### config.mk
export PLATFORM = sky130hd
export DESIGN_NAME = ble_anchor_timing_unit_core
export DESIGN_NICKNAME = d
export VERILOG_FILES = /design/src/bat_pkg.sv /design/src/ble_anchor_timing_unit_core.sv
export SDC_FILE = /design/constraint.sdc
export NUM_CORES = 2
export LEC_CHECK = 0
export BUFFER_PORTS_ARGS = -buffer_cell sky130_fd_sc_hd__buf_4
export CAP_MARGIN = 20
export CORE_ASPECT_RATIO = 0.5
export CORE_MARGIN = 2
export CORE_UTILIZATION = 55
export CTS_CLUSTER_DIAMETER = 100
export CTS_CLUSTER_SIZE = 40
export DETAILED_ROUTE_END_ITERATION = 7
export PLACE_DENSITY = 0.74
export SKIP_CTS_REPAIR_TIMING = 1
export SKIP_LAST_GASP = 1
export SLEW_MARGIN = 40
export SYNTH_ARGS = -nofsm -noshare
export SYNTH_HDL_FRONTEND = slang
export SYNTH_SLANG_ARGS = --single-unit
### constraint.sdc
create_clock -name clk -period 12.25 [get_ports clk]
set_input_delay 2.45 -clock clk [delete_from_list [all_inputs] [get_ports clk]]
set_output_delay 2.45 -clock clk [all_outputs]
set_load 0.02 [all_outputs]
### src/bat_pkg.sv
// ----------------------------------------------------------------------------
// bat_pkg: shared types and constants for the anchor timing unit
// Command codes, register indexes, sequencer states and limits.
// ----------------------------------------------------------------------------
package bat_pkg;

    localparam int TICK_BITS_DEF = 24;
    localparam int CFG_IDX_W     = 3;
    localparam int CFG_DATA_W    = 32;
    localparam int DIV_BITS      = 48;
    localparam int MUL_BITS      = 48;
    localparam logic [19:0] PS_PER_US = 20'd1000000;
    localparam logic [21:0] WIN_MAX   = 22'h3FFFFF;
    localparam logic [15:0] TICK_PS_RST = 16'd30517;

    typedef enum logic [2:0] {
        FN_START   = 3'd0,
        FN_PREPARE = 3'd1,
        FN_SKIP    = 3'd2,
        FN_RX_OK   = 3'd3,
        FN_RX_MISS = 3'd4,
        FN_ADVANCE = 3'd5
    } func_t;

    typedef enum logic [2:0] {
        REG_INTERVAL_TICKS  = 3'd0,
        REG_INTERVAL_REM_PS = 3'd1,
        REG_TICK_PS         = 3'd2,
        REG_WIDEN_STEP      = 3'd3,
        REG_WIDEN_MAX       = 3'd4,
        REG_TIMEOUT         = 3'd5,
        REG_EXP_DELAY       = 3'd6,
        REG_WIN_MARGIN      = 3'd7
    } reg_idx_t;

    typedef enum logic [2:0] {
        ST_IDLE,
        ST_MUL,
        ST_DIV,
        ST_FIX,
        ST_DONE
    } state_t;

endpackage

### src/ble_anchor_timing_unit_core.sv
// ----------------------------------------------------------------------------
// ble_anchor_timing_unit_core: BLE slave connection anchor tracking
// Window widening, drift correction, supervision timeout, interval advance.
// ----------------------------------------------------------------------------
// One command is taken per request; the result is held in an output register
// until taken. Start, prepare, skip, advance and unknown commands show their
// result valid the cycle after accept. Receive-ok and receive-miss run a
// shared shift-add multiplier (one bit per cycle) and a shared restoring
// divider (one quotient bit per cycle; divisor tick_ps for receive-ok, 1e6
// for receive-miss). A receive-miss result is valid after ST_MUL and ST_DIV,
// a receive-ok result after ST_MUL, ST_DIV and ST_FIX.
// in_ready is low while a command is in work or its result waits.
// No clearing pass after reset.
module ble_anchor_timing_unit_core
#(
    parameter int TICK_BITS = bat_pkg::TICK_BITS_DEF
)
(
    input  logic                           clk,
    input  logic                           rst_n,
    input  logic                           cfg_valid,
    output logic                           cfg_ready,
    input  logic [bat_pkg::CFG_IDX_W-1:0]  cfg_index,
    input  logic [bat_pkg::CFG_DATA_W-1:0] cfg_data,
    input  logic                           in_valid,
    output logic                           in_ready,
    input  logic [2:0]                     func,
    input  logic [TICK_BITS-1:0]           load_anchor_tick,
    input  logic [15:0]                    load_anchor_rem_ps,
    input  logic [TICK_BITS-1:0]           load_last_rx_tick,
    input  logic [14:0]                    load_window_us,
    input  logic [15:0]                    measured_delay_us,
    output logic                           out_valid,
    input  logic                           out_ready,
    output logic [TICK_BITS-1:0]           anchor_tick,
    output logic [15:0]                    anchor_rem_ps,
    output logic [21:0]                    rx_window_us,
    output logic [20:0]                    widening_us,
    output logic [15:0]                    event_count,
    output logic [15:0]                    miss_run,
    output logic [15:0]                    miss_run_max,
    output logic [15:0]                    rx_ok_total,
    output logic                           timed_out
);
    import bat_pkg::*;

    localparam int DW = DIV_BITS;
    localparam int CW = $clog2(DW + 1);

    // configuration
    logic [17:0] ivl_ticks_reg;
    logic [15:0] ivl_rem_reg;
    logic [15:0] tick_ps_reg;
    logic [11:0] wstep_reg;
    logic [20:0] wmax_reg;
    logic [24:0] tmo_reg;
    logic [9:0]  exp_dly_reg;
    logic [9:0]  margin_reg;

    // state
    logic [TICK_BITS-1:0] ntick_reg, ntick_next;
    logic [15:0] nrem_reg, nrem_next;
    logic [TICK_BITS-1:0] lgood_reg, lgood_next;
    logic [20:0] wacc_reg, wacc_next;
    logic [14:0] fwin_reg, fwin_next;
    logic [15:0] skip_reg, skip_next;
    logic [15:0] mnow_reg, mnow_next;
    logic [15:0] mpeak_reg, mpeak_next;
    logic [15:0] good_reg, good_next;
    logic [21:0] win_reg, win_next;
    logic        tmo_flag_reg, tmo_flag_next;

    state_t state_reg, state_next;
    logic   is_miss_reg, is_miss_next;
    logic   neg_reg, neg_next;

    // shared datapath: shift-add multiplier then restoring divider
    logic [MUL_BITS-1:0] acc_reg, acc_next;   // product / dividend
    logic [MUL_BITS-1:0] mcand_reg, mcand_next;
    logic [19:0]         mplier_reg, mplier_next;
    logic [DW-1:0]       rem_reg, rem_next;
    logic [19:0]         dvs_reg, dvs_next;
    logic [CW-1:0]       cnt_reg, cnt_next;

    logic [15:0] tp;
    assign tp = (tick_ps_reg == 16'd0) ? 16'd1 : tick_ps_reg;

    assign cfg_ready = (state_reg == ST_IDLE);
    assign in_ready  = (state_reg == ST_IDLE);

    always_ff @(posedge clk or negedge rst_n)
    begin
        if (!rst_n)
        begin
            ivl_ticks_reg <= '0;
            ivl_rem_reg   <= '0;
            tick_ps_reg   <= TICK_PS_RST;
            wstep_reg     <= '0;
            wmax_reg      <= '0;
            tmo_reg       <= '0;
            exp_dly_reg   <= '0;
            margin_reg    <= '0;
        end
        else if (cfg_valid && cfg_ready)
        begin
            unique case (reg_idx_t'(cfg_index))
                REG_INTERVAL_TICKS:  ivl_ticks_reg <= cfg_data[17:0];
                REG_INTERVAL_REM_PS: ivl_rem_reg   <= cfg_data[15:0];
                REG_TICK_PS:         tick_ps_reg   <= cfg_data[15:0];
                REG_WIDEN_STEP:      wstep_reg     <= cfg_data[11:0];
                REG_WIDEN_MAX:       wmax_reg      <= cfg_data[20:0];
                REG_TIMEOUT:         tmo_reg       <= cfg_data[24:0];
                REG_EXP_DELAY:       exp_dly_reg   <= cfg_data[9:0];
                REG_WIN_MARGIN:      margin_reg    <= cfg_data[9:0];
                default: ;
            endcase
        end
    end

    always_ff @(posedge clk or negedge rst_n)
    begin
        if (!rst_n)
        begin
            state_reg    <= ST_IDLE;
            ntick_reg    <= '0;
            nrem_reg     <= '0;
            lgood_reg    <= '0;
            wacc_reg     <= '0;
            fwin_reg     <= '0;
            skip_reg     <= '0;
            mnow_reg     <= '0;
            mpeak_reg    <= '0;
            good_reg     <= '0;
            win_reg      <= '0;
            tmo_flag_reg <= 1'b0;
            is_miss_reg  <= 1'b0;
            neg_reg      <= 1'b0;
            cnt_reg      <= '0;
        end
        else
        begin
            state_reg    <= state_next;
            ntick_reg    <= ntick_next;
            nrem_reg     <= nrem_next;
            lgood_reg    <= lgood_next;
            wacc_reg     <= wacc_next;
            fwin_reg     <= fwin_next;
            skip_reg     <= skip_next;
            mnow_reg     <= mnow_next;
            mpeak_reg    <= mpeak_next;
            good_reg     <= good_next;
            win_reg      <= win_next;
            tmo_flag_reg <= tmo_flag_next;
            is_miss_reg  <= is_miss_next;
            neg_reg      <= neg_next;
            cnt_reg      <= cnt_next;
        end
    end

    always_ff @(posedge clk)
    begin
        acc_reg    <= acc_next;
        mcand_reg  <= mcand_next;
        mplier_reg <= mplier_next;
        rem_reg    <= rem_next;
        dvs_reg    <= dvs_next;
    end

    logic [21:0]         wsum;
    logic [20:0]         wgrow;
    logic [23:0]         win_raw;
    logic [15:0]         dmag;
    logic                dneg;
    logic [TICK_BITS-1:0] elapsed;
    logic [DW:0]         rtrial;
    logic [DW-1:0]       rshift;
    logic [16:0]         rsum;
    logic [TICK_BITS-1:0] tsum;
    logic [DW-1:0]       qv;

    always_comb
    begin
        wsum  = {1'b0, wacc_reg} + {10'd0, wstep_reg};
        wgrow = (wsum > {1'b0, wmax_reg}) ? wmax_reg : wsum[20:0];
        win_raw = {1'b0, ({2'b00, margin_reg} + {1'b0, wgrow}), 1'b0}
                  + {9'd0, fwin_reg};
        dneg  = measured_delay_us < {6'd0, exp_dly_reg};
        dmag  = dneg ? ({6'd0, exp_dly_reg} - measured_delay_us)
                     : (measured_delay_us - {6'd0, exp_dly_reg});
        elapsed = ntick_reg - lgood_reg;
        rshift  = {rem_reg[DW-2:0], acc_reg[DW-1]};
        rtrial  = {1'b0, rshift} - {{(DW-19){1'b0}}, dvs_reg};
        rsum    = {1'b0, nrem_reg} + {1'b0, ivl_rem_reg};
        tsum    = ntick_reg + TICK_BITS'(ivl_ticks_reg);
        qv      = acc_reg;

        state_next    = state_reg;
        ntick_next    = ntick_reg;
        nrem_next     = nrem_reg;
        lgood_next    = lgood_reg;
        wacc_next     = wacc_reg;
        fwin_next     = fwin_reg;
        skip_next     = skip_reg;
        mnow_next     = mnow_reg;
        mpeak_next    = mpeak_reg;
        good_next     = good_reg;
        win_next      = win_reg;
        tmo_flag_next = tmo_flag_reg;
        is_miss_next  = is_miss_reg;
        neg_next      = neg_reg;
        cnt_next      = cnt_reg;
        acc_next      = acc_reg;
        mcand_next    = mcand_reg;
        mplier_next   = mplier_reg;
        rem_next      = rem_reg;
        dvs_next      = dvs_reg;

        unique case (state_reg)
            ST_IDLE:
            begin
                if (in_valid)
                begin
                    win_next      = '0;
                    tmo_flag_next = 1'b0;
                    state_next    = ST_DONE;
                    case (func)
                        FN_START:
                        begin
                            ntick_next = load_anchor_tick;
                            nrem_next  = load_anchor_rem_ps;
                            lgood_next = load_last_rx_tick;
                            fwin_next  = load_window_us;
                            wacc_next  = '0;
                            mnow_next  = '0;
                            mpeak_next = '0;
                            good_next  = '0;
                        end
                        FN_PREPARE:
                        begin
                            wacc_next = wgrow;
                            win_next  = (win_raw > {2'b00, WIN_MAX}) ? WIN_MAX
                                                                      : win_raw[21:0];
                        end
                        FN_SKIP:
                        begin
                            wacc_next = wgrow;
                            skip_next = skip_reg + 16'd1;
                        end
                        FN_RX_OK:
                        begin
                            // |drift| * 1e6, multiplier bits in mplier
                            is_miss_next = 1'b0;
                            neg_next     = dneg;
                            acc_next     = '0;
                            mcand_next   = MUL_BITS'(PS_PER_US);
                            mplier_next  = {4'd0, dmag};
                            cnt_next     = CW'(16);
                            state_next   = ST_MUL;
                        end
                        FN_RX_MISS:
                        begin
                            mnow_next = (mnow_reg == 16'hFFFF) ? mnow_reg
                                                               : mnow_reg + 16'd1;
                            if (mnow_next > mpeak_reg)
                                mpeak_next = mnow_next;
                            is_miss_next = 1'b1;
                            neg_next     = 1'b0;
                            acc_next     = '0;
                            mcand_next   = MUL_BITS'(elapsed);
                            mplier_next  = {4'd0, tp};
                            cnt_next     = CW'(16);
                            state_next   = ST_MUL;
                        end
                        FN_ADVANCE:
                        begin
                            if (rsum >= {1'b0, tp})
                            begin
                                nrem_next  = 16'(rsum - {1'b0, tp});
                                ntick_next = tsum + TICK_BITS'(1);
                            end
                            else
                            begin
                                nrem_next  = rsum[15:0];
                                ntick_next = tsum;
                            end
                        end
                        default: ;
                    endcase
                end
            end
            ST_MUL:
            begin
                if (mplier_reg[0])
                    acc_next = acc_reg + mcand_reg;
                mcand_next  = {mcand_reg[MUL_BITS-2:0], 1'b0};
                mplier_next = {1'b0, mplier_reg[19:1]};
                cnt_next    = cnt_reg - CW'(1);
                if (cnt_reg == CW'(1))
                begin
                    // miss: divide product by 1e6; rx ok: |adj| by tick_ps
                    if (!is_miss_reg)
                    begin
                        if (neg_reg)
                        begin
                            if (acc_next > MUL_BITS'(nrem_reg))
                                acc_next = acc_next - MUL_BITS'(nrem_reg);
                            else
                            begin
                                acc_next = MUL_BITS'(nrem_reg) - acc_next;
                                neg_next = 1'b0;
                            end
                        end
                        else
                            acc_next = acc_next + MUL_BITS'(nrem_reg);
                    end
                    dvs_next   = is_miss_reg ? PS_PER_US : {4'd0, tp};
                    rem_next   = '0;
                    cnt_next   = CW'(DW);
                    state_next = ST_DIV;
                end
            end
            ST_DIV:
            begin
                if (!rtrial[DW])
                begin
                    rem_next = rtrial[DW-1:0];
                    acc_next = {acc_reg[DW-2:0], 1'b1};
                end
                else
                begin
                    rem_next = rshift;
                    acc_next = {acc_reg[DW-2:0], 1'b0};
                end
                cnt_next = cnt_reg - CW'(1);
                if (cnt_reg == CW'(1))
                begin
                    if (is_miss_reg)
                    begin
                        tmo_flag_next = (acc_next >= DW'(tmo_reg));
                        state_next    = ST_DONE;
                    end
                    else
                        state_next = ST_FIX;
                end
            end
            ST_FIX:
            begin
                // floor for negative: q = -(q+1), r = tp - r when r != 0
                if (neg_reg)
                begin
                    if (rem_reg != '0)
                    begin
                        ntick_next = ntick_reg - qv[TICK_BITS-1:0] - TICK_BITS'(1);
                        nrem_next  = 16'(tp - rem_reg[15:0]);
                    end
                    else
                    begin
                        ntick_next = ntick_reg - qv[TICK_BITS-1:0];
                        nrem_next  = '0;
                    end
                end
                else
                begin
                    ntick_next = ntick_reg + qv[TICK_BITS-1:0];
                    nrem_next  = rem_reg[15:0];
                end
                lgood_next = ntick_next;
                good_next  = good_reg + 16'd1;
                mnow_next  = '0;
                wacc_next  = '0;
                fwin_next  = '0;
                state_next = ST_DONE;
            end
            ST_DONE:
            begin
                if (out_ready)
                    state_next = ST_IDLE;
            end
            default: state_next = ST_IDLE;
        endcase
    end

    assign out_valid     = (state_reg == ST_DONE);
    assign anchor_tick   = ntick_reg;
    assign anchor_rem_ps = nrem_reg;
    assign rx_window_us  = win_reg;
    assign widening_us   = wacc_reg;
    assign event_count   = skip_reg;
    assign miss_run      = mnow_reg;
    assign miss_run_max  = mpeak_reg;
    assign rx_ok_total   = good_reg;
    assign timed_out     = tmo_flag_reg;

endmodule

== Yosys cells after proc, flatten, opt, wreduce, memory -nomap -nowiden ==
Index checks and enable logic that the tools add are counted.
Widths: inputs -> output; s select.
Storage, ports and cells
  flip-flop bits (word level): 510
  logic and storage cells: 207
Operators by class
  $add $sub $neg: 23
  $lt $le $gt $ge: 7
  equal/unequal tests: 31
  muxes and demuxes: 79
  reduce and logical (&&, ||, !) cells: 38
Operators with widths (count)
  $mux 48: 12
  $pmux 48 s2: 3
  $pmux 16 s2: 6
  $mux 16: 11
  $mux 24: 6
  $pmux 24 s2: 3
  $pmux 48 s3: 1
  $pmux 21 s2: 2
  $pmux 20 s2: 2
  $sub 48x20->49: 1
  $add 16x1->16 const B: 3
  $add 48x16->48: 1
  $add 48x48->48: 1
  $ge 48x25->1: 1
  $gt 48x16->1: 1
  $reduce_bool 48->1: 1
  $sub 16x48->48: 1
  $sub 24x24->24: 2
  $sub 48x16->48: 1
  $mux 22: 2
  $mux 21: 2
  $mux 20: 2
  $sub 16x16->16: 2
  $mux 15: 2
  other kinds (42): 109

== Longest topological paths before layout ==
  depth in word-level cells: 9
  gate-level depth with buffers: 42

== Worst setup path after synthesis ==
No wires, ideal clock.
  kind: register -> register
  start: reg wacc_reg[0], in the netlist widening_us[0]
  end: reg win_reg[17], in the netlist rx_window_us[17]
  setup time: 130 ps
  data arrival time: 8579 ps
  required time: 12120 ps
  path slack: 3541 ps
  cell stages (with the launch flop): 41
  period minus slack after synthesis: 8709 ps
  cells stage by stage: dfrtp_1 ha_1 inv_1 fa_1 nor2b_1 o21a_1 o21ai_1 a21oi_1 o31ai_2 a211oi_1 nand2_1 xnor2_1 ha_1 a21o_1 a21o_1 a21o_1 a21o_1 a21o_1 [... 5 more ...] fa_1 a21o_1 a21oi_1 o21bai_1 a21oi_1 o21ai_0 a221oi_1 nand2b_1 buf_1 xor2_1 ha_1 and3_1 a211o_1 o2111ai_1 o21ai_1 clkbuf_1 a22oi_1 o21ai_1
On the way
  word-level cells in the longest chain between the ends: 8
Ends and longest elaborated chain
  from (decl): line ble_anchor_timing_unit_core.sv:64  | logic [20:0] wacc_reg, wacc_next;
  from (signal assigned): line ble_anchor_timing_unit_core.sv:146  | wacc_reg <= wacc_next;
  $add 21x12->22 *: line ble_anchor_timing_unit_core.sv:183  | wsum = {1'b0, wacc_reg} + {10'd0, wstep_reg};
  $gt 22x21->1: line ble_anchor_timing_unit_core.sv:184  | wgrow = (wsum > {1'b0, wmax_reg}) ? wmax_reg : wsum[20:0];
  $mux 21 *: line ble_anchor_timing_unit_core.sv:184
  $add 10x21->22 *: line ble_anchor_timing_unit_core.sv:185  | win_raw = {1'b0, ({2'b00, margin_reg} + {1'b0, wgrow}), 1'b0}
  $add 23x15->24 *: line ble_anchor_timing_unit_core.sv:186  | + {9'd0, fwin_reg};
  $gt 24x22->1: line ble_anchor_timing_unit_core.sv:241  | win_next = (win_raw > {2'b00, WIN_MAX}) ? WIN_MAX
  $mux 22 *: line ble_anchor_timing_unit_core.sv:241
  $mux 22 *: line ble_anchor_timing_unit_core.sv:226  | case (func)
  to (signal assigned): line ble_anchor_timing_unit_core.sv:152  | win_reg <= win_next;
  to (decl): line ble_anchor_timing_unit_core.sv:70  | logic [21:0] win_reg, win_next;
Mark *: on every way between the ends. The rest lies on a longest branch, timed or not.
A chain may end at the register's enable or synchronous reset.

== Final worst setup path ==
  start: reg wacc_reg[0], in the netlist widening_us[0]
  end: reg win_reg[20], in the netlist rx_window_us[20]
The elaborated chain is that of the path after synthesis.

==> results.toml <==
[critical_path]
end_kind = "flop"
reg2reg_slack_ns = 2.72
arrival_ns = 10.06
reg2reg_depth = 40
reg2reg_from = "widening_us[0]$_DFFE_PN0P_"
path_common_cell = "a21o_1"
r2r_end = "rx_window_us[20]$_DFFE_PN0P_"
worst_setup_path_start_kind = "flop"
critPathRequiredTime_ns = 12.78
critPathKind = "flop to flop"
cp_slowest_cell = "a311oi_2"
max_stage_delay_ns = 0.58
crit_start = "widening_us[0]$_DFFE_PN0P_"
cp_max_fo = 39

[clock_tree]
cts_buffers = 17
path_clk_slew_ns = 0.16
clk_latency_ns = 0.64
cts_buffer_depth = 3
cts_max_level = 1
cts_tree = "built"
root_buffer = "clkbuf_16"
cts.sinks = 503

[run]
maxCapViolCount = 0

[route]
first_iter_violations = 4242
wl_met1_um = 66180
dr_wl_met3_um = 12490
dr.pass1.iters = 6
top_layer_used = "met5"
wl_um = 145400
vias = 39810
routed-wl-met2_um = 62630
antenna_left = 0
routedWlPerCell_um = 23.25
drc = 0
routed_via_density = 6.366

[synth]
synth.avg_cell_area_um2 = 8.458
synth_top_family_by_area = "compound AO/OA/AOI/OAI gates"
synth_adder_area_share_pct = 11.73
yosysSeqAreaShare_pct = 31.35
synth_top_area_share_pct = 18.38
ys_ff_latch = 503
synth-xor-area-share_pct = 6.313
synth_edf_count = 177
synth_mux_area_share_pct = 4.896
synthSimpleGateAreaFrac_pct = 19.38
syn_area_mm2 = 0.04301
ys_types = 110
synthFlopType = "dfrtp_1"
synth-compound-area-share_pct = 21.16
synthArstFlopShare_pct = 64.81
synthCells = 5085
syn-num-nets = 5616
synth.area.top_cells = "dfrtp_1 (18%), edfxtp_1 (12%), ha_1 (11%)"
yosys_warnings = 0
yosysTopAreaCell = "dfrtp_1"

[grt]
antenna_found_initial = 6
grt_pass1_wl_um = 221300
grt.total_usage_pct = 35.04
grt_max_degree = 78
grt-ovfl-total = 0
grt_pass1_vias = 37330

[final_layout]
final.fill_count = 6850
syn_to_final_growth_pct = 8.515
final_net_count = 5738
drive_above_1_share_pct = 11.79

[placed_design]
place_congestion = 1.005
hpwl_um = 112000
io_buffer_count = 281

[die]
dieArea_mm2 = 0.08059
die_w_um = 399.5
core_area_mm2 = 0.07738
rows = 72
start_util_pct = 55.58
die_height_um = 201.7
io_pins = 289

[sta]
post-route-min-period_ns = 9.530
holdWs_ns = 0.4948
drv_slew = 0
rsz0062_at_grt = "no"
hold_viol = 0
tightest_slew_ns = 0.9183
finClkSkew_ns = 0.05086
relSlewSlack_pct = 38.41
setup_tns_ns = 0
finalCritPeriodShare_pct = 77.79
setup_viol = 0
fmax_mhz = 104.9

[worst_hold_path]
min_from = "event_count[15]$_DFFE_PN0P_"
hold_path_class = "flop to flop"
min_to = "event_count[15]$_DFFE_PN0P_"
hold-path-cell-count = 1

[outcome]
outcome = "finished clean"
worst max-delay path, delay by kind of cell, from the launching register on:
| kind | cells | cell delay (ns) |
|---|---|---|
| muxes | 1 | 0.44 |
| adders and majority gates | 5 | 1.48 |
| xor gates and xnor gates | 2 | 0.37 |
| and+or+nand+nor | 8 | 1.07 |
| buffers and inverters | 3 | 0.72 |
| AOI/OAI and AO/OA | 21 | 4.94 |
| DFF | 1 | 0.41 |
layer usage:
layer	vias up	GRT usage (%)
met2	1489	52.57
met3	230	5.936
met1	19460	52.18
li1	18630	-
met4	4	8.647
met5	-	0
stage by stage:
stage               std cells  area (µm²)  setup slack, ns  util [%]
detailed placement       6222       46080            2.893     59.55
global route             6253       46670            2.053     60.31
global placement         6221       46000            2.700     59.45
finish                   6254       46670            2.720     60.31
CTS                      6250       46610            2.802     60.23
floorplan                5085       43010            3.541         -
logic make-up (layout without fill, tap and decap cells):
group                      Yosys count  after routing
AOI/OAI and AO/OA                 1404           1404
xor gates and xnor gates           310            310
and+or+nand+nor                   1700           1700
buffers and inverters              582            713
adders and majority gates          393            393
muxes                              193            193
DFF                                503            503
other                                0              2
synthesized netlist by cell type (22+ instances only):
library cell,n
mux2_2,129
o31ai_1,34
edfxtp_1,177
nand2_1,515
nor4_1,56
a21boi_0,28
o21bai_1,34
o21ai_0,328
a221o_1,25
or3_1,59
a22o_1,23
o211ai_1,35
clkbuf_1,206
o21a_1,46
nor2_1,380
mux2i_1,63
nand4_1,64
a21o_1,105
a22oi_1,22
o22ai_1,26
and3_1,45
dfrtp_1,316
xnor2_1,195
nand2b_1,53
nor2b_1,54
a21oi_1,340
nand3_1,140
a211oi_1,63
or2_2,28
o21ai_1,47
a31oi_1,48
xor2_1,115
nor3_1,132
inv_1,347
ha_1,376
and2_1,58
worst max path at each step:
stage,endpoint,slack (ns),cells after the start
floorplan,rx_window_us[17]$_DFFE_PN0P_,3.54,40
global placement,rx_window_us[20]$_DFFE_PN0P_,2.70,40
detailed placement,rx_window_us[20]$_DFFE_PN0P_,2.89,40
CTS,rx_window_us[20]$_DFFE_PN0P_,2.80,40
global route,rx_window_us[20]$_DFFE_PN0P_,2.05,40
finish,rx_window_us[20]$_DFFE_PN0P_,2.72,40
layout by cell type, fill, tap and decap left out, drive strengths merged, types with 129 or more instances in the layout:
cell type and n:
ha 376, nor2 381, xnor2 195, edfxtp 177
buf 336, inv 351, nand3 142, nor3 134
nand2 516, mux2 129, o21ai 377, a21oi 342
dfrtp 316
cell type report:
| cell class | instances | area [µm²] | area share [%] |
|---|---|---|---|
| flip-flops and latches | 503 | 13490 | 28.90 |
| diodes | 2 | 5.005 | 0.01072 |
| clock buffers | 23 | 447.9 | 0.9597 |
| well taps | 1036 | 1296 | 2.777 |
| multi-input cells | 4000 | 27490 | 58.89 |
| clock inverters | 5 | 76.32 | 0.1635 |
| repair buffers | 337 | 2564 | 5.493 |
| inverters | 348 | 1308 | 2.801 |
Power is not shown: default switching activity piles up to over one toggle a cycle in this logic, so the estimate is an artifact.
